[config.mk]
export PLATFORM = sky130hd
export DESIGN_NAME = error_frame_parser_crc32_check_core
export DESIGN_NICKNAME = d
export VERILOG_FILES = /design/src/sv/efpc_pkg.sv /design/src/sv/error_frame_parser_crc32_check_core.sv /design/src/sv/efpc_fifo.sv /design/src/sv/efpc_front.sv /design/src/sv/efpc_back.sv
export SDC_FILE = /design/constraint.sdc
export NUM_CORES = 1
export LEC_CHECK = 0
export BUFFER_PORTS_ARGS = -buffer_cell sky130_fd_sc_hd__buf_2
export CAP_MARGIN = 20
export CELL_PAD_IN_SITES_DETAIL_PLACEMENT = 1
export CELL_PAD_IN_SITES_GLOBAL_PLACEMENT = 1
export CORE_UTILIZATION = 44
export CTS_CLUSTER_SIZE = 40
export DETAILED_ROUTE_END_ITERATION = 6
export MAX_ROUTING_LAYER = met4
export PLACE_DENSITY = 0.83
export SYNTH_ARGS = -nofsm -noshare
export SYNTH_HDL_FRONTEND = slang
export SYNTH_SLANG_ARGS = --single-unit
[constraint.sdc]
create_clock -name i_clk -period 3.99 [get_ports i_clk]
set_input_delay 0.399 -clock i_clk [delete_from_list [all_inputs] [get_ports i_clk]]
set_output_delay 0.399 -clock i_clk [all_outputs]
set_load 0.05 [all_outputs]
[src/sv/efpc_pkg.sv]
// Shared types, constants and the CRC byte function for the frame parser.
// Used by the top level, front end and back end of the frame parser CRC-32 check core; no dependencies.
package efpc_pkg;

    localparam logic [31:0] CRC_32_POLY   = 32'hEDB88320;
    localparam logic [31:0] CRC_32C_POLY  = 32'h82F63B78;
    localparam logic [31:0] CRC_INIT      = 32'hFFFFFFFF;
    localparam logic [15:0] TRAILER_BYTES = 16'd4;

    localparam int CMD_DEPTH_DEF = 4;
    localparam int RES_DEPTH_DEF = 4;

    typedef enum logic [2:0] {
        PH_RESULT  = 3'd0,
        PH_LEN_HI  = 3'd1,
        PH_LEN_LO  = 3'd2,
        PH_TEXT    = 3'd3,
        PH_TRAILER = 3'd4
    } t_phase;

    typedef enum logic [2:0] {
        OP_START = 3'd0,
        OP_CRC   = 3'd1,
        OP_TEXT  = 3'd2,
        OP_TRAIL = 3'd3,
        OP_LAST  = 3'd4
    } t_op;

    typedef struct packed {
        t_op        op;
        logic [7:0] data;
    } t_cmd;

    typedef struct packed {
        logic       item_kind;
        logic [7:0] text_byte;
        logic       result_flag;
        logic       crc_match;
        logic       frame_end;
    } t_result;

    function automatic logic [31:0] crc_byte(input logic [31:0] crc,
                                             input logic [7:0]  data,
                                             input logic [31:0] poly);
        logic [31:0] c;
        c = crc ^ {24'd0, data};
        for (int k = 0; k < 8; k++) begin
            c = c[0] ? ((c >> 1) ^ poly) : (c >> 1);
        end
        return c;
    endfunction

endpackage

[src/sv/error_frame_parser_crc32_check_core.sv]
// Top level of the length-prefixed frame parser with CRC-32 check.
// Depends on efpc_pkg, efpc_fifo, efpc_front and efpc_back.
//
// Takes one frame byte per clock while full is low, and delivers up to one result per
// clock. The front end classifies each byte by frame position in the cycle it
// is pushed; the back end updates the CRC with an unrolled eight-bit step, and
// each byte passes through the command queue and its result through the result
// queue before it reaches the output ports. Command and result
// queues let either side stall on its own; full rises only when the command
// queue fills behind a stalled output.
module error_frame_parser_crc32_check_core #(
    parameter int CMD_DEPTH = efpc_pkg::CMD_DEPTH_DEF,
    parameter int RES_DEPTH = efpc_pkg::RES_DEPTH_DEF
) (
    input  logic        i_clk,
    input  logic        i_rst_n,
    input  logic        i_cfg_wr_en,
    input  logic [31:0] i_cfg_wr_data,
    input  logic        push,
    input  logic [7:0]  i_frame_byte,
    output logic        full,
    input  logic        pop,
    output logic        empty,
    output logic        o_item_kind,
    output logic [7:0]  o_text_byte,
    output logic        o_result_flag,
    output logic        o_crc_match,
    output logic        o_frame_end
);

    efpc_pkg::t_cmd    front_cmd;
    efpc_pkg::t_cmd    back_cmd;
    efpc_pkg::t_result res;
    logic              accept;
    logic              cmd_empty;
    logic              cmd_pop;

    assign accept = push & ~full;

    efpc_front u_front (
        .i_clk   (i_clk),
        .i_rst_n (i_rst_n),
        .i_valid (accept),
        .i_byte  (i_frame_byte),
        .o_cmd   (front_cmd)
    );

    efpc_fifo #(
        .T     (efpc_pkg::t_cmd),
        .DEPTH (CMD_DEPTH)
    ) u_cmd_fifo (
        .i_clk   (i_clk),
        .i_rst_n (i_rst_n),
        .i_push  (accept),
        .i_data  (front_cmd),
        .o_full  (full),
        .i_pop   (cmd_pop),
        .o_data  (back_cmd),
        .o_empty (cmd_empty)
    );

    efpc_back #(
        .RES_DEPTH (RES_DEPTH)
    ) u_back (
        .i_clk         (i_clk),
        .i_rst_n       (i_rst_n),
        .i_cfg_wr_en   (i_cfg_wr_en),
        .i_cfg_wr_data (i_cfg_wr_data),
        .i_cmd         (back_cmd),
        .i_cmd_empty   (cmd_empty),
        .o_cmd_pop     (cmd_pop),
        .i_pop         (pop),
        .o_res         (res),
        .o_empty       (empty)
    );

    assign o_item_kind   = res.item_kind;
    assign o_text_byte   = res.text_byte;
    assign o_result_flag = res.result_flag;
    assign o_crc_match   = res.crc_match;
    assign o_frame_end   = res.frame_end;

endmodule

[src/sv/efpc_fifo.sv]
// Small first-in first-out queue of a generic payload type.
// Used for the command queue and the result queue; no package dependencies.
module efpc_fifo #(
    parameter type T     = logic,
    parameter int  DEPTH = 4
) (
    input  logic i_clk,
    input  logic i_rst_n,
    input  logic i_push,
    input  T     i_data,
    output logic o_full,
    input  logic i_pop,
    output T     o_data,
    output logic o_empty
);

    localparam int AW = (DEPTH > 1) ? $clog2(DEPTH) : 1;
    localparam int CW = $clog2(DEPTH + 1);

    T              r_mem [DEPTH];
    logic [AW-1:0] r_wr_ptr, n_wr_ptr;
    logic [AW-1:0] r_rd_ptr, n_rd_ptr;
    logic [CW-1:0] r_count,  n_count;
    logic          do_push, do_pop;

    assign o_full  = (r_count == CW'(DEPTH));
    assign o_empty = (r_count == '0);
    assign o_data  = r_mem[r_rd_ptr];
    assign do_push = i_push & ~o_full;
    assign do_pop  = i_pop & ~o_empty;

    always_comb begin
        n_wr_ptr = r_wr_ptr;
        n_rd_ptr = r_rd_ptr;
        n_count  = r_count;
        if (do_push) begin
            n_wr_ptr = (r_wr_ptr == AW'(DEPTH - 1)) ? '0 : r_wr_ptr + 1'b1;
        end
        if (do_pop) begin
            n_rd_ptr = (r_rd_ptr == AW'(DEPTH - 1)) ? '0 : r_rd_ptr + 1'b1;
        end
        if (do_push && !do_pop) begin
            n_count = r_count + 1'b1;
        end else if (do_pop && !do_push) begin
            n_count = r_count - 1'b1;
        end
    end

    always_ff @(posedge i_clk) begin
        if (!i_rst_n) begin
            r_wr_ptr <= '0;
            r_rd_ptr <= '0;
            r_count  <= '0;
        end else begin
            r_wr_ptr <= n_wr_ptr;
            r_rd_ptr <= n_rd_ptr;
            r_count  <= n_count;
        end
    end

    always_ff @(posedge i_clk) begin
        if (do_push) begin
            r_mem[r_wr_ptr] <= i_data;
        end
    end

endmodule

[src/sv/efpc_front.sv]
// Front end: tracks the frame layout and turns each byte into a command.
// Depends on efpc_pkg for the phase and command types.
module efpc_front (
    input  logic          i_clk,
    input  logic          i_rst_n,
    input  logic          i_valid,
    input  logic [7:0]    i_byte,
    output efpc_pkg::t_cmd o_cmd
);

    efpc_pkg::t_phase r_phase, n_phase;
    logic [15:0]      r_bytes_left, n_bytes_left;
    logic [7:0]       r_len_high, n_len_high;
    logic [15:0]      len;
    logic [15:0]      dec;

    assign len = {r_len_high, i_byte};
    assign dec = r_bytes_left - 16'd1;

    always_comb begin
        n_phase      = r_phase;
        n_bytes_left = r_bytes_left;
        n_len_high   = r_len_high;
        o_cmd.data   = i_byte;
        o_cmd.op     = efpc_pkg::OP_START;
        case (r_phase)
            efpc_pkg::PH_LEN_HI: begin
                o_cmd.op   = efpc_pkg::OP_CRC;
                n_len_high = i_byte;
                n_phase    = efpc_pkg::PH_LEN_LO;
            end
            efpc_pkg::PH_LEN_LO: begin
                o_cmd.op = efpc_pkg::OP_CRC;
                if (len == 16'd0) begin
                    n_bytes_left = efpc_pkg::TRAILER_BYTES;
                    n_phase      = efpc_pkg::PH_TRAILER;
                end else begin
                    n_bytes_left = len;
                    n_phase      = efpc_pkg::PH_TEXT;
                end
            end
            efpc_pkg::PH_TEXT: begin
                o_cmd.op = efpc_pkg::OP_TEXT;
                if (dec == 16'd0) begin
                    n_bytes_left = efpc_pkg::TRAILER_BYTES;
                    n_phase      = efpc_pkg::PH_TRAILER;
                end else begin
                    n_bytes_left = dec;
                end
            end
            efpc_pkg::PH_TRAILER: begin
                n_bytes_left = dec;
                if (dec == 16'd0) begin
                    o_cmd.op = efpc_pkg::OP_LAST;
                    n_phase  = efpc_pkg::PH_RESULT;
                end else begin
                    o_cmd.op = efpc_pkg::OP_TRAIL;
                end
            end
            default: begin
                o_cmd.op     = efpc_pkg::OP_START;
                n_bytes_left = 16'd0;
                n_phase      = efpc_pkg::PH_LEN_HI;
            end
        endcase
    end

    always_ff @(posedge i_clk) begin
        if (!i_rst_n) begin
            r_phase      <= efpc_pkg::PH_RESULT;
            r_bytes_left <= '0;
            r_len_high   <= '0;
        end else if (i_valid) begin
            r_phase      <= n_phase;
            r_bytes_left <= n_bytes_left;
            r_len_high   <= n_len_high;
        end
    end

endmodule

[src/sv/efpc_back.sv]
// Back end: runs the CRC, collects the trailer and queues result items.
// Depends on efpc_pkg and efpc_fifo for the result queue.
module efpc_back #(
    parameter int RES_DEPTH = efpc_pkg::RES_DEPTH_DEF
) (
    input  logic           i_clk,
    input  logic           i_rst_n,
    input  logic           i_cfg_wr_en,
    input  logic [31:0]    i_cfg_wr_data,
    input  efpc_pkg::t_cmd i_cmd,
    input  logic           i_cmd_empty,
    output logic           o_cmd_pop,
    input  logic           i_pop,
    output efpc_pkg::t_result o_res,
    output logic           o_empty
);

    logic [31:0]       r_poly;
    logic [31:0]       r_crc, n_crc;
    logic [31:0]       r_rcv, n_rcv;
    logic              r_saved, n_saved;
    logic [31:0]       crc_next;
    logic [31:0]       rcv_shift;
    logic              res_full;
    logic              res_push;
    efpc_pkg::t_result res;

    assign o_cmd_pop = ~i_cmd_empty & ~res_full;
    assign crc_next  = efpc_pkg::crc_byte(r_crc, i_cmd.data, r_poly);
    assign rcv_shift = {r_rcv[23:0], i_cmd.data};

    always_comb begin
        n_crc    = r_crc;
        n_rcv    = r_rcv;
        n_saved  = r_saved;
        res_push = 1'b0;
        res      = '0;
        case (i_cmd.op)
            efpc_pkg::OP_START: begin
                n_crc   = efpc_pkg::crc_byte(efpc_pkg::CRC_INIT, i_cmd.data, r_poly);
                n_saved = i_cmd.data[0];
                n_rcv   = '0;
            end
            efpc_pkg::OP_CRC: begin
                n_crc = crc_next;
            end
            efpc_pkg::OP_TEXT: begin
                n_crc         = crc_next;
                res_push      = 1'b1;
                res.text_byte = i_cmd.data;
            end
            efpc_pkg::OP_TRAIL: begin
                n_rcv = rcv_shift;
            end
            efpc_pkg::OP_LAST: begin
                n_rcv           = rcv_shift;
                n_crc           = efpc_pkg::CRC_INIT;
                res_push        = 1'b1;
                res.item_kind   = 1'b1;
                res.result_flag = r_saved;
                res.crc_match   = (rcv_shift == ~r_crc);
                res.frame_end   = 1'b1;
            end
            default: begin
                n_crc = r_crc;
            end
        endcase
    end

    always_ff @(posedge i_clk) begin
        if (!i_rst_n) begin
            r_poly <= efpc_pkg::CRC_32_POLY;
        end else if (i_cfg_wr_en) begin
            r_poly <= i_cfg_wr_data;
        end
    end

    always_ff @(posedge i_clk) begin
        if (!i_rst_n) begin
            r_crc   <= efpc_pkg::CRC_INIT;
            r_rcv   <= '0;
            r_saved <= 1'b0;
        end else if (o_cmd_pop) begin
            r_crc   <= n_crc;
            r_rcv   <= n_rcv;
            r_saved <= n_saved;
        end
    end

    efpc_fifo #(
        .T     (efpc_pkg::t_result),
        .DEPTH (RES_DEPTH)
    ) u_res_fifo (
        .i_clk   (i_clk),
        .i_rst_n (i_rst_n),
        .i_push  (o_cmd_pop & res_push),
        .i_data  (res),
        .o_full  (res_full),
        .i_pop   (i_pop),
        .o_data  (o_res),
        .o_empty (o_empty)
    );

endmodule

# After elaboration in Yosys (flattened, before gate mapping)

Memories as Yosys holds them, arrays and structs flattened. A register that Yosys moved wholly into a read port is not among the register bits.
Cells that the tools add are included.
Widths: inputs -> output; s select.

Memories kept: 2
Output and inout port bits: 14
Bits in writable memories: 92
Bits of input ports: 45
Register bits after elaboration: 130
Word-level logic and storage cells: 146

Reduce and logical (&&, ||, !) cells: 27
Add/subtract/negate cells: 9
Bitwise gates (word level): 31
Equality and inequality tests: 17
Muxes and demuxes: 47

Memories:

| memory                  | depth | width | read ports | clocked after Yosys merged registers in | write ports | RTL line        | source |
|---|---|---|---|---|---|---|---|
| u_back.u_res_fifo.r_mem | 4     | 12    | 1          | 1                                       | 1           | efpc_fifo.sv:20 | `T r_mem [DEPTH];` |
| u_cmd_fifo.r_mem        | 4     | 11    | 1          | 1                                       | 1           | efpc_fifo.sv:20 |  |

Operators by type and width:

| operator              | number |
|---|---|
| $mux 32               | 16 |
| $xor 31x32->32        | 16 |
| $pmux 32 s3           | 1 |
| $pmux 16 s4           | 1 |
| $pmux 24 s2           | 1 |
| $eq 32x32->1          | 1 |
| $logic_not 16->1      | 2 |
| $mux 16               | 2 |
| $not 32->32           | 1 |
| $not 8->32            | 1 |
| $xor 32x8->32         | 1 |
| $mux 3                | 9 |
| $mux 2                | 8 |
| $sub 16x1->16 const B | 1 |
| $eq 3x2->1 const B    | 4 |
| $eq 3x3->1 const B    | 4 |
| $pmux 3 s4            | 1 |
| $reduce_and 2->1      | 5 |
| $logic_not 3->1       | 3 |
| $pmux 3 s3            | 1 |
| $add 2x1->2 const B   | 4 |
| $eq 2x2->1 const B    | 4 |
| $mux 8                | 1 |
| $reduce_or 2->1       | 4 |
| 12 further kinds      | 39 |

# Depth between registers and ports, before layout

Depth in word-level cells: 18
Depth in mapped cells: 19
Gate-level depth less buffers: 14

# Modules after synthesis

A second synthesis with hierarchy kept.

Cells, all modules: 2238
Area total of the unflattened synthesis: 18896.9 µm²

Modules (own cells, without submodules):

| module                              | sequential area each (µm²) | area each (µm²) | cells each | times used |
|---|---|---|---|---|
| efpc_back                           | 1781.7                     | 12688.4         | 1783       | 1 |
| efpc_fifo at u_back.u_res_fifo      | 1621.6                     | 2237.1          | 113        | 1 |
| efpc_fifo at u_cmd_fifo             | 1501.4                     | 2060.7          | 108        | 1 |
| efpc_front                          | 540.5                      | 1896.8          | 233        | 1 |
| error_frame_parser_crc32_check_core | 0.0                        | 13.8            | 1          | 1 |

# Worst setup path before layout

No wires, ideal clock.

Kind: reg2reg
Start point: register (tool-made name)
End point: register u_back.r_crc[0]
Slack: -337 ps
Clock period less this slack: 4327 ps
Setup time: 122 ps
Data required time: 3868 ps
Stages on the path, launching flop included: 18
Arrival: 4205 ps
Buffers on the path: 3
Cells stage by stage: dfxtp_1 > buf_6 > mux4_2 > xor2_1 > xnor2_1 > o21ai_1 > and3_1 > or3_4 > and2_1 > buf_4 > o211ai_4 > xnor2_1 > mux2i_1 > or3_1 > buf_2 > nor4bb_1 > o21a_1 > o32a_1

RTL lines:

| what                   | RTL line        | source |
|---|---|---|
| end signal: assignment | efpc_back.sv:80 | `r_crc <= efpc_pkg::CRC_INIT;` |
| end signal: assignment | efpc_back.sv:84 | `r_crc <= n_crc;` |
| end: declaration       | efpc_back.sv:19 | `logic [31:0] r_crc, n_crc;` |

==> reports/qor.txt <==
initial DRC count = 1882
total track usage = 31.5%
via count = 17500
Min-Delay Path Class = in -> reg
Core Box Area = 38900 µm²
syn_nets = 2124
area of the multi-input gates = 12900 µm²
Async SR Flop Fraction = 0%
CTS Root Cell = clkbuf_16
CP Capture Type = flip-flop
Initial Util = 44.9%
final setup vio count = 32
Final #Nets = 2258
Reg area = 5330 µm²
Die Wd = 201 µm
CTS tree = yes
Final WS setup = -1030 ps
CP arrival = 5500 ps
Placed Area = 19100 µm²
crit-path leading delay family = XOR/XNOR gates
Most used DFF post-synth = dfxtp_1
CP Depth = 16
Port Buf Inserts = 58
Fmax achieved = 199 MHz
Die Y = 201 µm
Post-synth EDFFs = 88
P&R area growth vs syn = 28.1%
total wire length = 79.1 mm
WL/cell = 28.9 µm
CP startpoint kind = flip-flop
crit path kind = reg -> reg
initial antenna violation count = 2
worst clock skew = 34.5 ps
post-route antenna net violation count = 0
Worst Hold End = u_back.r_poly[21]
max_slew headroom = 24.6%
Placement Setup Slack = -565 ps
worst slew pin tran = 1130 ps
Final period util = 126%
MaxCap Viol Count = 0
reg2reg setup slack = -1030 ps
worst-path fanout max = 6
RePlAce Congestion = 0.944
H-Tree Depth = 1
die area = 40600 µm²
Hold Vio Cnt, Final = 0
Slowest-stage cell, CP = mux4_2
CP cell instances = buf_6 -> mux4_2 -> xnor2_2 -> xnor3_2 -> o221ai_4 -> xor2_2 -> buf_6 -> buf_6 -> nand2_1 -> xnor2_1 -> xnor2_1 -> xnor2_1 -> xnor2_2 -> nor4bb_4 -> o21a_1 -> o32a_1
Post-Layout Inst Area = 22400 µm²
Hold-fix buffers, CTS = 0
sequential fraction of the synthesis area = 30.4%
setup TNS = -23510 ps
Syn Inst Count = 2063
vias in the first global route = 17000
outcome = complete, but fails checks
std cell rows = 72
Residual DRC = 0
number of buffers on the longest clock path = 3
Worst Hold Path Cells = 3
Clk Latency, worst-skew pair = 600 ps
post-synthesis average cell area = 8.48 µm²
Ports = 59
Reg2Reg Capture Point = u_back.r_crc[0]
ratio of cells with drive above 1 in the final layout = 26.1%
Reg clk slew, reported paths = 70 ps
Vias/cell = 6.40
CP required = 4470 ps
commonest non-fill, non-tap cell in the layout = nand2_1
Mapped Area = 17500 µm²
failing checks = setup timing
max-slew violations = 0
RSZ-0062 raised after global routing = yes
filler instances = 4358
global-route wire length before repair = 98.0 mm
TritonCTS Buffers = 27
FF-to-FF path depth = 16
critical path's largest stage delay = 630 ps
Ys Warns = 0
crit path buf inv count = 3
GRT Residual Overflow = 0
commonest cells after routing, fill and taps aside = nand2_1 (479), xnor2_1 (289), buf_4 (166)
Post-DP HPWL = 39.2 mm
fin crit period = 5020 ps
#FFs+latches synth = 222
number of clock sinks = 222
DRT Pass-1 Iters = 5
largest net degree at the start of global routing = 75
worst hold start = i_cfg_wr_data[21]
post-synth cell types = 78
[worst reg2reg max path: stages, from the launching register on]
cell and delay [ps]:
dfxtp_4 420, buf_6 130, mux4_2 630, xnor2_2 280, xnor3_2 560, o221ai_4 340
xor2_2 240, buf_6 150, buf_6 140, nand2_1 100, xnor2_1 580, xnor2_1 250
xnor2_1 330, xnor2_2 210, nor4bb_4 90, o21a_1 180, o32a_1 300
[through the flow]
step / utilization (%) / hold slack (ps) / instances
CTS: 54.0 / 14.2 / 2694
finish: 57.6 / 26.1 / 2736
global placement: 49.2 / 461 / 2614
detailed placement: 49.2 / 474 / 2614
floorplan: - / 466 / 2063
global route: 57.6 / 34.5 / 2736
[worst max-delay path by stage]
| stage | end | slack, ps |
|---|---|---|
| floorplan | u_back.r_crc[0] | -60 |
| global placement | u_back.r_crc[27] | -330 |
| detailed placement | u_back.r_crc[24] | -560 |
| CTS | u_back.r_crc[25] | -280 |
| global route | u_back.r_crc[0] | -1100 |
| finish | u_back.r_crc[0] | -1030 |
[cells in the mapped netlist, types with 9 or more instances]
library cell | n | area share (%)
nand2_1 | 500 | 11
and2_1 | 32 | 1.1
nor3_1 | 11 | 0.31
buf_1 | 11 | 0.24
nand4_1 | 9 | 0.32
clkbuf_1 | 142 | 3.0
and3_1 | 11 | 0.39
nor2b_1 | 44 | 1.6
xnor2_1 | 350 | 18
o21ai_1 | 9 | 0.26
a22oi_1 | 15 | 0.64
mux2i_1 | 54 | 3.1
nand2b_1 | 12 | 0.43
or3_1 | 10 | 0.36
nand3_1 | 86 | 2.5
a21boi_0 | 31 | 1.3
a21oi_1 | 51 | 1.5
edfxtp_1 | 88 | 15
mux4_2 | 23 | 3.0
nor4_1 | 9 | 0.32
o21ai_0 | 40 | 1.1
ha_1 | 14 | 1.0
nor2_1 | 64 | 1.4
buf_2 | 17 | 0.49
dfxtp_1 | 134 | 15
inv_1 | 16 | 0.34
xnor3_1 | 33 | 4.2
xor2_1 | 98 | 4.9
o22ai_1 | 33 | 1.2
[cell type report]
| class | count | area share, % |
|---|---|---|
| diodes | 1 | 0.0112 |
| clock buffers | 32 | 3.23 |
| clock inverters | 17 | 1.01 |
| inverters | 18 | 0.302 |
| multi-input cells | 1647 | 57.5 |
| flip-flops and latches | 222 | 23.8 |
| well taps | 518 | 2.89 |
| repair buffers | 281 | 11.2 |
[state kept, by name, summed over array words and instances, names as in the netlist, 8 cells and up, named ones only]
signal and cells:
u_front.r_bytes_left 16, u_front.r_len_high 8, u_back.r_rcv 24, u_back.u_res_fifo.r_mem 44
u_back.r_crc 32, u_back.r_poly 32, u_cmd_fifo.r_mem 44
[routing by layer]
metal,share of wire (%),track usage (%),vias up
met4,8.5,16.0,0
met2,47,53.4,1203
met3,9.1,3.85,472
met5,0,-,-
li1,-,-,7126
met1,36,36.7,8715
[logic make-up after synthesis]
kind of cell | synth area share [%]
buffers and inverters | 4.48
AO/OA/AOI/OAI | 9.13
adder cells (fa/ha/maj) | 1.23
AND/OR/NAND/NOR | 20.9
multiplexers | 6.50
XOR/XNOR | 27.3
flip-flops | 30.4
[timing repair]
action                     CTS  global route
cloned                       3             7
pin swaps                   48           113
setup endpoints to repair   32            32
setup buffers               28            38
resized for setup          109           178
Power is left out: the tool's default activity adds up to more than one toggle a clock period on the data nets, which glitch-free logic cannot reach.
